**src/hdl/gf2_poly_divsteps_word_top_macros.svh**
```systemverilog
// ----------------------------------------------------------------------------
// gf2_poly_divsteps_word_top_macros.svh
// Assertion macros shared by the divstep block.
// ----------------------------------------------------------------------------
`ifndef GF2_POLY_DIVSTEPS_WORD_TOP_MACROS_SVH
`define GF2_POLY_DIVSTEPS_WORD_TOP_MACROS_SVH

// Check a property on the rising clock, muted while reset is held.
`define GPD_ASSERT(lbl, prop, msg) \
    lbl: assert property (@(posedge i_clk) disable iff (!i_rst_n) prop) \
        else $error(msg);

// Check that one condition implies another in the same cycle.
`define GPD_ASSERT_IMPL(lbl, ante, cons, msg) \
    lbl: assert property (@(posedge i_clk) disable iff (!i_rst_n) (ante) |-> (cons)) \
        else $error(msg);

// Check that one condition implies another in the next cycle.
`define GPD_ASSERT_NEXT(lbl, ante, cons, msg) \
    lbl: assert property (@(posedge i_clk) disable iff (!i_rst_n) (ante) |=> (cons)) \
        else $error(msg);

`endif

```
**src/hdl/gpd_pkg.sv**
```systemverilog
// ----------------------------------------------------------------------------
// gpd_pkg
// Types and constants for the binary-polynomial divstep block.
// ----------------------------------------------------------------------------
`default_nettype none

package gpd_pkg;

    // Field widths of the request and result
    localparam int GPD_STEPS_W  = 6;
    localparam int GPD_DELTA_W  = 32;
    localparam int GPD_FIELD_W  = 64;

    // Default number of bit cells in the chain
    localparam int GPD_WORD_BITS = 64;

    // Request payload
    typedef struct packed {
        logic [GPD_STEPS_W-1:0]        steps;
        logic signed [GPD_DELTA_W-1:0] delta_in;
        logic [GPD_FIELD_W-1:0]        f_word;
        logic [GPD_FIELD_W-1:0]        g_word;
    } t_gpd_in;

    // Result payload
    typedef struct packed {
        logic signed [GPD_DELTA_W-1:0] delta_out;
        logic [GPD_FIELD_W-1:0]        mat_u;
        logic [GPD_FIELD_W-1:0]        mat_v;
        logic [GPD_FIELD_W-1:0]        mat_q;
        logic [GPD_FIELD_W-1:0]        mat_r;
    } t_gpd_out;

    // Broadcast from the controller to every cell
    typedef struct packed {
        logic load;   // take a new request into the chain
        logic step;   // run one divstep
        logic swap;   // exchange f/g, u/q, v/r this step
        logic fm;     // low bit of f after the swap
        logic gm;     // low bit of g after the swap
    } t_gpd_ctl;

    // Controller states
    typedef enum logic {
        ST_IDLE,
        ST_RUN
    } t_gpd_state;

endpackage

`default_nettype wire

```
**src/hdl/gpd_cell.sv**
```systemverilog
// ----------------------------------------------------------------------------
// gpd_cell
// One bit position of f, g, u, v, q and r. Applies the broadcast swap and
// mask-combine, and takes the shifted g, q and r bits from its upper neighbor.
// ----------------------------------------------------------------------------
`default_nettype none

module gpd_cell
    import gpd_pkg::*;
(
    input  wire logic     i_clk,
    input  wire t_gpd_ctl i_ctl,
    input  wire logic     i_ld_f,
    input  wire logic     i_ld_g,
    input  wire logic     i_ld_start,
    input  wire logic     i_nbr_q,
    input  wire logic     i_nbr_r,
    input  wire logic     i_nbr_g,
    output logic          o_cmb_q,
    output logic          o_cmb_r,
    output logic          o_cmb_g,
    output logic          o_f,
    output logic          o_g,
    output logic          o_u,
    output logic          o_v,
    output logic          o_q,
    output logic          o_r
);

    logic r_f, r_g, r_u, r_v, r_q, r_r;
    logic n_f, n_g, n_u, n_v, n_q, n_r;
    logic w_sf, w_sg, w_su, w_sv, w_sq, w_sr;

    // Swap the pairs when the controller asks
    always_comb begin
        w_sf = i_ctl.swap ? r_g : r_f;
        w_sg = i_ctl.swap ? r_f : r_g;
        w_su = i_ctl.swap ? r_q : r_u;
        w_sv = i_ctl.swap ? r_r : r_v;
        w_sq = i_ctl.swap ? r_u : r_q;
        w_sr = i_ctl.swap ? r_v : r_r;
    end

    // Mask-combine; the result moves one cell down
    assign o_cmb_q = (i_ctl.fm & w_sq) ^ (i_ctl.gm & w_su);
    assign o_cmb_r = (i_ctl.fm & w_sr) ^ (i_ctl.gm & w_sv);
    assign o_cmb_g = (i_ctl.fm & w_sg) ^ (i_ctl.gm & w_sf);

    // Select load, step or hold
    always_comb begin
        n_f = r_f;
        n_g = r_g;
        n_u = r_u;
        n_v = r_v;
        n_q = r_q;
        n_r = r_r;
        if (i_ctl.load) begin
            n_f = i_ld_f;
            n_g = i_ld_g;
            n_u = i_ld_start;
            n_v = 1'b0;
            n_q = 1'b0;
            n_r = i_ld_start;
        end else if (i_ctl.step) begin
            n_f = w_sf;
            n_u = w_su;
            n_v = w_sv;
            n_g = i_nbr_g;
            n_q = i_nbr_q;
            n_r = i_nbr_r;
        end
    end

    always_ff @(posedge i_clk) begin
        r_f <= n_f;
        r_g <= n_g;
        r_u <= n_u;
        r_v <= n_v;
        r_q <= n_q;
        r_r <= n_r;
    end

    assign o_f = r_f;
    assign o_g = r_g;
    assign o_u = r_u;
    assign o_v = r_v;
    assign o_q = r_q;
    assign o_r = r_r;

endmodule

`default_nettype wire

```
**src/hdl/gpd_ctrl.sv**
```systemverilog
// ----------------------------------------------------------------------------
// gpd_ctrl
// Step sequencer: holds delta and the remaining step count, decides the
// swap and masks from the low bits of f and g, and hands finished results on.
// ----------------------------------------------------------------------------
`default_nettype none

module gpd_ctrl
    import gpd_pkg::*;
(
    input  wire logic                          i_clk,
    input  wire logic                          i_rst_n,
    input  wire logic                          i_valid,
    input  wire logic [GPD_STEPS_W-1:0]        i_steps,
    input  wire logic signed [GPD_DELTA_W-1:0] i_delta,
    input  wire logic                          i_f0,
    input  wire logic                          i_g0,
    input  wire logic                          i_out_free,
    output t_gpd_ctl                           o_ctl,
    output logic                               o_ready,
    output logic                               o_done,
    output logic signed [GPD_DELTA_W-1:0]      o_delta
);

    t_gpd_state                   r_state, n_state;
    logic [GPD_STEPS_W-1:0]       r_count, n_count;
    logic signed [GPD_DELTA_W-1:0] r_delta, n_delta;
    logic                         w_last;
    logic                         w_pos;

    assign w_last = (r_count == '0);
    assign w_pos  = (r_delta != '0) && !r_delta[GPD_DELTA_W-1];

    // Next state
    always_comb begin
        n_state = r_state;
        unique case (r_state)
            ST_IDLE: begin
                if (i_valid) begin
                    n_state = ST_RUN;
                end
            end
            ST_RUN: begin
                if (w_last && i_out_free) begin
                    n_state = ST_IDLE;
                end
            end
            default: n_state = ST_IDLE;
        endcase
    end

    // Outputs and cell controls
    always_comb begin
        o_ready    = 1'b0;
        o_done     = 1'b0;
        o_ctl      = '0;
        unique case (r_state)
            ST_IDLE: begin
                o_ready    = 1'b1;
                o_ctl.load = i_valid;
            end
            ST_RUN: begin
                o_ctl.step = !w_last;
                o_done     = w_last && i_out_free;
            end
            default: ;
        endcase
        o_ctl.swap = o_ctl.step && w_pos && i_g0;
        o_ctl.fm   = o_ctl.swap | i_f0;
        o_ctl.gm   = o_ctl.swap ? i_f0 : i_g0;
    end

    // Count down the steps and advance delta
    always_comb begin
        n_count = r_count;
        n_delta = r_delta;
        if (o_ctl.load) begin
            n_count = i_steps;
            n_delta = i_delta;
        end else if (o_ctl.step) begin
            n_count = r_count - GPD_STEPS_W'(1);
            n_delta = (o_ctl.swap ? -r_delta : r_delta) + GPD_DELTA_W'(1);
        end
    end

    always_ff @(posedge i_clk) begin
        if (!i_rst_n) begin
            r_state <= ST_IDLE;
        end else begin
            r_state <= n_state;
        end
    end

    always_ff @(posedge i_clk) begin
        r_count <= n_count;
        r_delta <= n_delta;
    end

    assign o_delta = r_delta;

endmodule

`default_nettype wire

```
**src/hdl/gf2_poly_divsteps_word_top.sv**
```systemverilog
// ----------------------------------------------------------------------------
// gf2_poly_divsteps_word_top
// Word-level GF(2) polynomial divsteps with the 2x2 transition matrix.
// ----------------------------------------------------------------------------
// Usage:
//   Request channel (i_valid / o_ready / i_data) carries a step count, the
//   starting delta and the low words of f and g. Result channel
//   (o_valid / i_ready / o_data) returns the final delta and the matrix
//   words u, v, q and r, one result per request.
//   A request is loaded into a row of WORD_BITS bit cells in the cycle it
//   is taken; the chain then runs one divstep per cycle, every cell shifting
//   its g, q and r bits down to its neighbor. When the step count runs out,
//   the result moves into the output register and o_valid rises. The next
//   request is taken only after the previous run has handed its result to
//   the output register; the sequencer accepts no request while it runs.
//   The output register lets a new request start while a result waits.
//   If the receiver stalls and the output register is still full when a
//   run ends, the chain holds its result until the register frees.
//   Reset (synchronous, active low) returns the sequencer to idle and drops
//   o_valid; the data registers are not cleared.
// ----------------------------------------------------------------------------
`default_nettype none

`include "gf2_poly_divsteps_word_top_macros.svh"

module gf2_poly_divsteps_word_top
    import gpd_pkg::*;
#(
    parameter int WORD_BITS = GPD_WORD_BITS
) (
    input  wire logic    i_clk,
    input  wire logic    i_rst_n,
    input  wire logic    i_valid,
    output logic         o_ready,
    input  wire t_gpd_in i_data,
    output logic         o_valid,
    input  wire logic    i_ready,
    output t_gpd_out     o_data
);

    t_gpd_ctl                      w_ctl;
    logic                          w_done;
    logic                          w_out_free;
    logic                          w_in_acc;
    logic signed [GPD_DELTA_W-1:0] w_delta;
    logic [WORD_BITS-1:0]          w_start;
    logic [WORD_BITS-1:0]          w_f, w_g, w_u, w_v, w_q, w_r;
    logic [WORD_BITS-1:0]          w_cmb_q, w_cmb_r, w_cmb_g;
    logic [WORD_BITS-1:0]          w_nbr_q, w_nbr_r, w_nbr_g;
    logic                          r_out_valid;
    t_gpd_out                      r_out;

    assign w_in_acc   = i_valid && o_ready;
    assign w_out_free = !r_out_valid || i_ready;

    // Decode the starting power of x; it drops off when steps >= WORD_BITS
    assign w_start = WORD_BITS'(1) << i_data.steps;

    // Sequencer
    gpd_ctrl u_ctrl (
        .i_clk      (i_clk),
        .i_rst_n    (i_rst_n),
        .i_valid    (i_valid),
        .i_steps    (i_data.steps),
        .i_delta    (i_data.delta_in),
        .i_f0       (w_f[0]),
        .i_g0       (w_g[0]),
        .i_out_free (w_out_free),
        .o_ctl      (w_ctl),
        .o_ready    (o_ready),
        .o_done     (w_done),
        .o_delta    (w_delta)
    );

    // Shift path: each cell takes the combined bits of the cell above it
    assign w_nbr_q = {1'b0, w_cmb_q[WORD_BITS-1:1]};
    assign w_nbr_r = {1'b0, w_cmb_r[WORD_BITS-1:1]};
    assign w_nbr_g = {1'b0, w_cmb_g[WORD_BITS-1:1]};

    // Row of bit cells
    for (genvar k = 0; k < WORD_BITS; k++) begin : g_cell
        gpd_cell u_cell (
            .i_clk      (i_clk),
            .i_ctl      (w_ctl),
            .i_ld_f     (i_data.f_word[k]),
            .i_ld_g     (i_data.g_word[k]),
            .i_ld_start (w_start[k]),
            .i_nbr_q    (w_nbr_q[k]),
            .i_nbr_r    (w_nbr_r[k]),
            .i_nbr_g    (w_nbr_g[k]),
            .o_cmb_q    (w_cmb_q[k]),
            .o_cmb_r    (w_cmb_r[k]),
            .o_cmb_g    (w_cmb_g[k]),
            .o_f        (w_f[k]),
            .o_g        (w_g[k]),
            .o_u        (w_u[k]),
            .o_v        (w_v[k]),
            .o_q        (w_q[k]),
            .o_r        (w_r[k])
        );
    end

    // Output register: load on completion, drop once taken
    always_ff @(posedge i_clk) begin
        if (!i_rst_n) begin
            r_out_valid <= 1'b0;
        end else if (w_done) begin
            r_out_valid <= 1'b1;
        end else if (i_ready) begin
            r_out_valid <= 1'b0;
        end
    end

    always_ff @(posedge i_clk) begin
        if (w_done) begin
            r_out.delta_out <= w_delta;
            r_out.mat_u     <= GPD_FIELD_W'(w_u);
            r_out.mat_v     <= GPD_FIELD_W'(w_v);
            r_out.mat_q     <= GPD_FIELD_W'(w_q);
            r_out.mat_r     <= GPD_FIELD_W'(w_r);
        end
    end

    assign o_valid = r_out_valid;
    assign o_data  = r_out;

    // Checks
    `GPD_ASSERT_NEXT(a_busy_after_req, w_in_acc, !o_ready, "request taken while still busy")
    `GPD_ASSERT_IMPL(a_done_needs_room, w_done, w_out_free, "result overwrote a waiting result")
    `GPD_ASSERT_NEXT(a_done_shows_valid, w_done, o_valid, "finished result not presented")
    `GPD_ASSERT(a_no_load_while_busy, !(w_ctl.load && (w_ctl.step || w_done)), "load overlaps run")

endmodule

`default_nettype wire
```
**config.mk**
```make
export PLATFORM = sky130hd
export DESIGN_NAME = gf2_poly_divsteps_word_top
export DESIGN_NICKNAME = d
export VERILOG_FILES = /design/src/hdl/gpd_pkg.sv /design/src/hdl/gpd_cell.sv /design/src/hdl/gpd_ctrl.sv /design/src/hdl/gf2_poly_divsteps_word_top.sv
export VERILOG_INCLUDE_DIRS = /design/src /design/src/hdl
export SDC_FILE = /design/constraint.sdc
export NUM_CORES = 1
export LEC_CHECK = 0
export ABC_CLOCK_PERIOD_IN_PS = 21700
export BUFFER_PORTS_ARGS = -buffer_cell sky130_fd_sc_hd__buf_2
export CELL_PAD_IN_SITES_DETAIL_PLACEMENT = 1
export CELL_PAD_IN_SITES_GLOBAL_PLACEMENT = 1
export CORE_ASPECT_RATIO = 1.2
export CORE_MARGIN = 3
export CORE_UTILIZATION = 45
export DETAILED_ROUTE_END_ITERATION = 16
export PLACE_DENSITY_LB_ADDON = 0.12
export SLEW_MARGIN = 25
export SYNTH_ARGS = -nofsm -noshare
export SYNTH_HDL_FRONTEND = slang
export SYNTH_SLANG_ARGS = --single-unit
```
**constraint.sdc**
```tcl
create_clock -name i_clk -period 21.7 [get_ports i_clk]
set_input_delay 2.17 -clock i_clk [delete_from_list [all_inputs] [get_ports i_clk]]
set_output_delay 2.17 -clock i_clk [all_outputs]
set_load 0.005 [all_outputs]
```
# Word level (Yosys, flattened, before mapping)
# Cells that the tools add are included.
[word_totals]
word_cells = 1886
regBits = 710
output_inout_bits = 290
[op_classes]
shifts = 1
bitwise_logic = 569
reduce_logical = 15
n_addsub = 3
muxes = 906
[ops]
columns = ["operator", "count"]
rows = [
  ["$mux W1", 900],
  ["$and A1 B1 Y1", 378],
  ["$xor A1 B1 Y1", 189],
  ["$mux W32", 3],
  ["$shl A1 B6 Y64 const A", 1],
  ["$add A32 B2 Y32 const B", 1],
  ["$neg A32 Y32", 1],
  ["$reduce_bool A32 Y1", 1],
  ["$mux W6", 2],
  ["$logic_not A6 Y1", 1],
  ["$reduce_bool A2 Y1", 3],
  ["$sub A6 B1 Y6 const B", 1],
  ["$logic_and A1 B1 Y1", 4],
  ["$reduce_and A2 Y1", 2],
  ["$logic_not A1 Y1", 3],
  ["$pmux W1 S2", 1],
  ["$logic_or A1 B1 Y1", 1],
  ["$not A1 Y1", 1],
  ["$or A1 B1 Y1", 1],
]

# Logic depth before layout (Yosys ltp)
[depth]
ltp_word = 10
ltp_mapped = 19
mapped_depth_nobuf = 14

# By module
# A second synthesis with hierarchy kept.
[hier_totals]
cells_unflattened = 3931
area_unflattened_um2 = 39476.6
[by_module_without_submodules]
columns = ["mod", "seq_area_each_um2", "cells_per_inst", "area_each_um2", "instances"]
rows = [
  ["gpd_cell", 160.2, 49, 420.4, 64],
  ["gf2_poly_divsteps_word_top", 8668.3, 388, 9151.3, 1],
  ["gpd_ctrl", 1161.1, 407, 3419.5, 1],
]

# Worst setup path before layout
# OpenSTA, ideal clock, no wires.
[synth_path]
kind = "input to register"
from = "input port i_ready"
to = "register r_out, in the netlist o_data[0] (enable)"
path_stages = 2
setup_time_ns = 0.978
arrival_ns = 14.922
t_required_ns = 20.722
path_buffers = 0
setup_slack_ns = 5.801
path_cell_list = "nand2b_1 > nor2b_1"
[synth_via]
elab_chain_cells = 3
[synth_lines]
columns = ["element", "line_no", "source"]
rows = [
  ["start: declaration", "gf2_poly_divsteps_word_top.sv:37", "input wire logic i_ready,"],
  ["$logic_or A1 B1 Y1", "gf2_poly_divsteps_word_top.sv:54", "assign w_out_free = !r_out_valid || i_ready;"],
  ["$logic_and A1 B1 Y1", "gpd_ctrl.sv:64", "o_done = w_last && i_out_free;"],
  ["$mux W1", "gpd_ctrl.sv:57", "unique case (r_state)"],
  ["via u_ctrl.o_done", "gpd_ctrl.sv:21", "output logic o_done,"],
  ["end: declaration", "gf2_poly_divsteps_word_top.sv:51", "t_gpd_out r_out;"],
]
# The timed path passes the listed nets, and every way through them passes these cells.
# A chain may end at the register's enable or synchronous reset.

# Worst setup path in the final report
[layout_path]
from = "register u_ctrl.r_delta[0], in the netlist u_ctrl.o_delta[0]"
to = "register u_ctrl.r_delta[30], in the netlist u_ctrl.o_delta[30] (data pin)"
[layout_via]
elab_chain_cells = 8
word_cells_on_any_way = 9
[layout_lines]
columns = ["element", "line_no", "source"]
rows = [
  ["start: declaration", "gpd_ctrl.sv:27", "logic signed [GPD_DELTA_W-1:0] r_delta, n_delta;"],
  ["start signal: assignment", "gpd_ctrl.sv:96", "r_delta <= n_delta;"],
  ["parallel branches: the longest is 4 deep, another holds $neg A32 Y32", "n/a", ""],
  ["$mux W32 *", "gpd_ctrl.sv:82", "n_delta = (o_ctl.swap ? -r_delta : r_delta) + GPD_DELTA_W'(1);"],
  ["$add A32 B2 Y32 *", "gpd_ctrl.sv:82", ""],
  ["$mux W32 *", "gpd_ctrl.sv:80", "end else if (o_ctl.step) begin"],
  ["$mux W32 *", "gpd_ctrl.sv:77", "if (o_ctl.load) begin"],
  ["via u_ctrl.n_delta[30]", "gpd_ctrl.sv:27", ""],
]
# Mark *: on every way through the listed nets, which the timed path passes. The select of a mux whose other input is x is not followed.

==> impl_metrics.ini <==
[worst_setup_path]
crit_fanout = 76
max_stage_delay_ns = 0.78
crit_buf_inv = 3
r2r_setup_slack_ns = 17.03
reg2reg_depth = 16
crit_path_end_kind = flip-flop
cp_top_family = simple AND/OR/NAND/NOR gates
crit_arrival_ns = 5.09
r2r_start = u_ctrl.o_delta[0]
cp.required_ns = 22.12
slowest_stage = buf_4
start_kind = flip-flop
timing.rr.end = u_ctrl.o_delta[30]
cp.depth = 16
crit_chain = inv_1 > ha_1 > nand2b_1 > or3_4 > nor3_4 > nor2_4 > buf_4 > nand2_1 > o21ai_0 > ha_1 > o31ai_1 > nor4bb_1 > buf_4 > nand4_2 > o41a_1 > o31ai_1
crit_type = reg2reg

[floorplanning]
num_rows = 104
dieWidth_um = 245.4
die-area_sq_um = 71940
core_sq_um = 67530
ios = 460
initial_utilization_pct = 45.81
die_h_um = 293.2

[synthesis]
synth_cell_type_count = 74
synth-xor-area-share_pct = 6.313
ys_ff_latch = 710
synth.avg_cell_area_sq_um = 11.04
synth_edf_count = 581
async_flop_share_pct = 0
syn_nets = 2976
syn_area_sq_um = 30940
synthSimpleGateAreaFrac_pct = 16.02
synth_fa_ha_area_share_pct = 0.1213
synth_top_family_by_area = simple AND/OR/NAND/NOR gates
ys.flop_type = edfxtp_1
synth_warnings = 0
syn_inst = 2803
synth_compound_area_share_pct = 8.202
yosysSeqAreaShare_pct = 64.74
synthMuxAreaShare_pct = 2.075

[flow_run]
max-cap-violations = 0

[layout]
final_common_cell = nand2_1
drive_gt1_share_pct = 19.73
n_fill_cell = 7304
multi_input_area_sq_um = 10190
final_cell_mix = nand2_1 (788), edfxtp_1 (581), buf_2 (458)
seq_area_sq_um = 20030
stdcell_count = 4146
final_core_util_pct = 54.09
nNetsFinal = 3350
syn_to_final_growth_pct = 18.08

[route]
dr.pass1.iters = 5
postRouteAntennaNets = 0
remaining_drc_errors = 0
wl_per_cell_um = 24.00
drt-total-wl_mm = 99.50
via_per_inst = 5.644
drt_iter0_markers = 1956
num_vias = 23402

[power]
peakVddDrop_v = 0.00005574
p_total_uw = 3571
switching_share_pct = 26.84
p_sw_uw = 958.4
power_frac_clock_pct = 37.6
p_per_area_nw_per_um2 = 97.76
internal-power_uw = 2613
pwr-share-comb_pct = 12.9
p_leak_uw = 0.01387
seqPwrFrac_pct = 49.6

[clock_network]
cts_root_buf = clkbuf_16
cts_repair_resize_count = 0
cts.sinks = 710
cts_setup_buffers = 0
cts_tree = done
cts_made_buffers = 74
cts_buffer_depth = 3
clk_latency_ns = 0.62
htreeDepth = 3
hold_buffers = 0
clkTransAtPathRegs_ns = 0.06

[timing]
setup_ws_ns = 17.03
drv_slew = 0
tns_ns = 0
post-route-period-util_pct = 21.50
finalHoldViolCount = 0
max_freq_mhz = 214.3
finalClockSkew_ns = 0.02432
worst_pin_slew_ns = 1.178
finalSetupViolations = 0
period_needed_ns = 4.666
rsz0062_at_grt = false
slew_headroom_pct = 21.45

[global_routing]
grt_overflow = 0
antenna_found_initial = 11
grt_max_degree = 229
grt.total_usage_pct = 27.00
grt_pass1_vias = 23804
grt_pass1_wl_mm = 148.6

[min_path]
whs_path_depth = 0
hp-class = reg2reg
hp-start = g_cell[0].u_cell.o_u
holdPathEnd = o_data[192]

[placed_design]
gp_congestion = 0.8477
portBuffers = 458
hpwl_mm = 64.73
dp_cells = 4000
dp_slack_ns = 16.17

[run_status]
outcome = complete, no violations
## flip-flops by register name, indices dropped and copies added (netlist names)
signal	count
o_valid	1
g_cell.u_cell.o_u	64
g_cell.u_cell.o_f	64
o_data	287
u_ctrl.o_delta	32
g_cell.u_cell.o_g	64
u_ctrl.r_state	1
g_cell.u_cell.o_q	63
g_cell.u_cell.o_v	64
u_ctrl.r_count	6
g_cell.u_cell.o_r	64
## synth_stat cells, drive strengths merged, types with 3 or more instances
master,instances,area share [%]
a211oi,4,0.097
a21boi,4,0.097
a21oi,28,0.45
a31oi,64,1.3
and2,5,0.10
and3,5,0.10
and4,3,0.085
buf,20,0.36
clkbuf,167,2.0
dfxtp,129,8.3
edfxtp,581,56
ha,3,0.12
inv,11,0.13
mux2i,63,2.0
nand2,792,9.6
nand2b,8,0.16
nand3,137,2.2
nand4,12,0.28
nor2,112,1.4
nor2b,3,0.061
nor3,32,0.55
nor4,17,0.40
o21a,10,0.25
o21ai,244,4.0
o22ai,34,0.69
o31a,3,0.085
o31ai,18,0.44
o41ai,5,0.14
or2,11,0.22
or3,16,0.34
or4,5,0.17
xnor2,210,5.9
xor2,13,0.37
## worst max-delay path by stage
| stage | from | to | slack, ns |
|---|---|---|---|
| 3_5_place_dp | i_ready | o_data[222] | 16.17 |
| 6_report | u_ctrl.o_delta[0] | u_ctrl.o_delta[30] | 17.03 |
| 5_1_grt | u_ctrl.o_delta[0] | u_ctrl.o_delta[30] | 16.60 |
| 2_1_floorplan | i_ready | o_data[0] | 5.80 |
| 4_1_cts | i_ready | o_data[92] | 16.80 |
| 3_3_place_gp | i_ready | o_data[220] | 16.29 |
## worst register-to-register path: stages (launching register included)
cell,delay [ns]
edfxtp_1,0.56
inv_1,0.08
ha_1,0.30
nand2b_1,0.27
or3_4,0.21
nor3_4,0.10
nor2_4,0.11
buf_4,0.78
nand2_1,0.11
o21ai_0,0.12
ha_1,0.23
o31ai_1,0.14
nor4bb_1,0.28
buf_4,0.25
nand4_2,0.20
o41a_1,0.47
o31ai_1,0.26
## per-stage QoR
step / instance area, sq um / hold slack, ns
2_1_floorplan: 30940 / 0.4003
3_3_place_gp: 33910 / 0.4080
3_5_place_dp: 33930 / 0.4116
4_1_cts: 36460 / 0.4264
5_1_grt: 36530 / 0.4402
6_report: 36530 / 0.4264
## cells by family after synthesis
family          after synthesis
compound gates              435
mux                          64
flops                       710
other cells                   1
xor+xnor                    223
simple gates               1169
buf+inv                     198
fa+ha+maj                     3
## power groups by stage
stage | clock network [uW] | registers (uW) | logic, uW
detailed placement | 0 | 1800 | 456
finish | 1340 | 1770 | 459
floorplan | 0 | 1760 | 333
CTS | 1360 | 1770 | 461
global route | 1410 | 1790 | 512
global placement | 0 | 1790 | 434
## routing by layer
metal	vias up	part of all wire, %	track usage [%]
met3	149	6.8	3.751
met5	-	0.023	0
met4	4	3.0	9.336
met1	11772	42	37.76
li1	10619	-	-
met2	858	48	43.50
## area by class of cell
class	count	area share, %
Tap cell	901	3.086
Inverter	11	0.1130
Clock inverter	38	1.394
Timing Repair Buffer	485	7.121
Antenna cell	7	0.04795
Sequential cell	710	54.83
Multi-Input combinational cell	1895	27.88
Clock buffer	99	5.525
Power figures use the tool's default switching activity.
